<file path="config.mk">
export PLATFORM = sky130hd
export DESIGN_NAME = pcd_ram
export DESIGN_NICKNAME = d
export VERILOG_FILES = /design/src/sv/pcd_ram.sv
export SDC_FILE = /design/constraint.sdc
export NUM_CORES = 2
export LEC_CHECK = 0
export ABC_AREA = 0
export BUFFER_PORTS_ARGS = -buffer_cell sky130_fd_sc_hd__buf_2
export CAP_MARGIN = 20
export CORE_ASPECT_RATIO = 1.5
export CORE_UTILIZATION = 35
export DETAILED_ROUTE_END_ITERATION = 6
export MAX_ROUTING_LAYER = met4
export PLACE_DENSITY = 0.6
export SLEW_MARGIN = 25
export SYNTH_ARGS = -nofsm -noshare
export SYNTH_HDL_FRONTEND = slang
export SYNTH_SLANG_ARGS = --single-unit
</file>
<file path="constraint.sdc">
create_clock -name clk_i -period 2.84 [get_ports clk_i]
set_input_delay 0.142 -clock clk_i [delete_from_list [all_inputs] [get_ports clk_i]]
set_output_delay 0.142 -clock clk_i [all_outputs]
set_load 0.02 [all_outputs]
</file>
<file path="src/sv/pcd_ram.sv">
// Generic simple dual-port RAM with one write port and a registered read port.
module pcd_ram #(
  parameter int WIDTH = 8,
  parameter int DEPTH = 256,
  localparam int AW = $clog2(DEPTH)
) (
  input  logic             clk_i,
  input  logic             we_i,
  input  logic [AW-1:0]    waddr_i,
  input  logic [WIDTH-1:0] wdata_i,
  input  logic             re_i,
  input  logic [AW-1:0]    raddr_i,
  output logic [WIDTH-1:0] rdata_o
);

  logic [WIDTH-1:0] mem_q [DEPTH];
  logic [WIDTH-1:0] rdata_q;

  always_ff @(posedge clk_i) begin
    if (we_i) begin
      mem_q[waddr_i] <= wdata_i;
    end
    if (re_i) begin
      rdata_q <= mem_q[raddr_i];
    end
  end

  assign rdata_o = rdata_q;

endmodule

</file>
==> reports/results.tsv <==
stage	metric	value	unit
outcome	run_status	finished clean	
synth	ys_top_cells_by_area	edfxtp_1 78%, mux4_2 13%, mux2i_1 1.7%, nor2_1 1.3%, a22oi_1 1.3%	
global_route	grt_max_degree	99	
min_path	hold_depth	3	
die	start_util	35.2	%
synth	synth-seq-cells	2056	
die	row_count	214	
clock_network	htreeDepth	4	
synth	synth_cell_types	54	
sta	hold_viol	0	
routing	viasPerCell	5.32	
clock_network	cts_buffers	185	
sta	timing.fmax	0.355	GHz
die	die_w	391	µm
die	core_area	226000	µm²
synth	synth_seq_area_share	77.5	%
sta	clock_skew	39.7	ps
final_layout	num-nets-final	4369	
clock_network	clock_latency	860	ps
die	die_area	229000	µm²
worst_setup_path	crit_chain	mux4_2 -> mux4_2 -> nor2b_1 -> nor4_1 -> buf_4 -> nor4_2	
synth	postSynthCellCount	3733	
worst_setup_path	crit_fanout	1	
worst_setup_path	path_class	reg -> reg	
sta	drv_slew	0	
min_path	hp-class	in -> reg	
final_layout	n_fill_cell	19700	
synth	netlist_top_cells_count	2056 x edfxtp_1, 454 x mux4_2, 282 x nor2_1	
sta	rsz0062_at_grt	false	
routing	vias	40000	
clock_network	cts_tree	yes	
synth	syn_area	79600	µm²
sta	fin_crit_sh	99.1	%
power_and_ir_drop	p_leak	0.0298	µW
sta	worst_slew_pin_slew	970	ps
worst_setup_path	worst-r2r-cell-count	6	
min_path	whs_endpoint	mem_q[159][7]	
sta	setup_ws	25.9	ps
synth	post-synth-top-count-cell	edfxtp_1	
clock_network	clk_pin_slew	70	ps
worst_setup_path	start_kind	flip-flop	
routing	drtIter0Drc	3848	
global_route	grt_usage	18.7	%
placement	port_buffers	34	
final_layout	syn_to_final_growth	17.8	%
worst_setup_path	max_stage_delay	630	ps
routing	wirelength	209000	µm
synth	synth_warnings	0	
synth	async_reset_ff_share	0	%
power_and_ir_drop	ir_drop	0.540	mV
clock_network	cts.sinks	2056	
power_and_ir_drop	p_total	62100	µW
worst_setup_path	rr_startpoint	mem_q[67][0]	
worst_setup_path	r2r_setup_slack	30	ps
die	num_io_pins	35	
sta	slew_headroom	35.2	%
clock_network	clockBufferDepth	4	
synth	postSynthAreaPerCell	21.3	µm²
routing	drc	0	
worst_setup_path	worstPathArrival	3380	ps
routing	final_antenna_net_count	0	
final_layout	drive_gt1_share	30.9	%
routing	dr.pass1.iters	5	
min_path	hold_start	waddr_i[0]	
global_route	grt_pass1_vias	41200	
synth	yosys.area.top_type_share	77.5	%
worst_setup_path	worstReg2RegEnd	rdata_o[0]	
power_and_ir_drop	p_per_area	662	nW/µm²
placement	gp_congestion	0.871	
global_route	grt_pass1_wl	299000	µm
routing	wl_per_cell	27.8	µm
sta	period_minus_slack	2810	ps
worst_setup_path	cpMostUsedCell	mux4_2	
die	die_h	586	µm
synth	synth_flop_cell	edfxtp_1	
global_route	antenna_found_initial	17	
flow_run	maxCapViolCount	0	
worst_setup_path	cp.required	3410	ps
worst_setup_path	cpLargestDelayFamily	multiplexers	
placement	place_ws	-733	ps
clock_network	postCtsSetupBuffers	0	
sta	finalSetupViolations	0	
synth	synth-edff-count	2056	
synth	yosys.area.top_type	edfxtp_1	
placement	dp_hpwl	139000	µm
clock_network	clockRootBuffer	clkbuf_16	
global_route	grt.overflow.total	0	
worst_setup_path	cp.buffers_inverters	1	
worst_setup_path	endpoint_kind	flip-flop	
synth	synth_fp_nets	3760	
worst_setup_path	crit_slowest_cell	nor4_1	
## worst register-to-register path: cells and delay by family (launching register included)
family	cells	cell delay [ps]
muxes	2	1040
and+or+nand+nor	3	850
DFF	1	360
buffers and inverters	1	290
## report_power, final
group	switching, µW	internal (µW)	total (µW)
logic	2120	1350	3470
registers	45.2	33400	33500
clock network	11000	14100	25100
total	13200	48900	62100
## per-stage QoR
step	area (µm²)	hold slack, ps	setup TNS [ps]	util (%)	cells
after floorplan	79600	241	0	-	3733
after global placement	87700	561	-4080	38.8	7169
after detailed placement	87700	567	-3720	38.8	7169
after CTS	93800	24.2	0	41.5	7508
after global routing	93800	72.6	0	41.5	7515
final	93800	51.5	0	41.5	7519
## metal layers
metal  vias up  routed length, µm  share of wire, %  track usage (%)
met4         0               8860               4.2             7.52
met3       392              11200               5.3             2.20
met1     21300              75800                36             21.2
met2      1395             114000                54             33.5
li1      16900                  -                 -                -
met5         -                  0                 0                -
## kinds of logic (layout without fill, tap and decap cells)
kind of cell,after synthesis,count (layout),synth area share [%]
compound gates,385,385,3.42
mux,591,591,14.6
flops,2056,2056,77.5
simple gates,466,466,2.63
buf+inv,235,986,1.83
other cells,0,11,0
## sequential cells by signal (all words and copies together) (netlist names)
name,cells
mem_q,2048
rdata_o,8
## cell type report
class                   instances  area [µm²]  area share (%)
flip-flops and latches       2056       61700            65.8
multi-input cells            1442       16500            17.6
repair buffers                655        5780            6.16
clock buffers                 220        4890            5.21
well taps                    3024        3780            4.03
clock inverters               109        1060            1.13
diodes                         11        27.5          0.0293
inverters                       2        7.51         0.00800
## layout by cell type, fill, tap and decap left out, types with 39 or more instances in the layout
cell	Yosys	routed
a21oi_1	96	96
a22oi_1	133	133
buf_12	8	65
buf_4	27	548
clkbuf_16	0	191
clkinv_1	1	39
edfxtp_1	2056	2056
mux2i_1	134	134
mux4_2	454	454
nor2_1	282	279
o221ai_1	46	46
## worst max path at each step
stage / start / end / slack, ps / depth (start not counted)
floorplan: raddr_i[0] / rdata_o[2] / 620 / 9
global placement: raddr_i[0] / rdata_o[2] / -1010 / 9
detailed placement: raddr_i[0] / rdata_o[3] / -730 / 10
CTS: mem_q[67][0] / rdata_o[0] / 20 / 6
global route: mem_q[67][0] / rdata_o[0] / 8 / 6
finish: mem_q[67][0] / rdata_o[0] / 30 / 6
## what timing repair did
item	4_1_cts	5_1_grt
endpoints found under the hold margin	641	0
setup endpoints to repair	4	0
hold buffers	10	0
gates resized for setup	4	0
(Power assumes the default switching activity.)
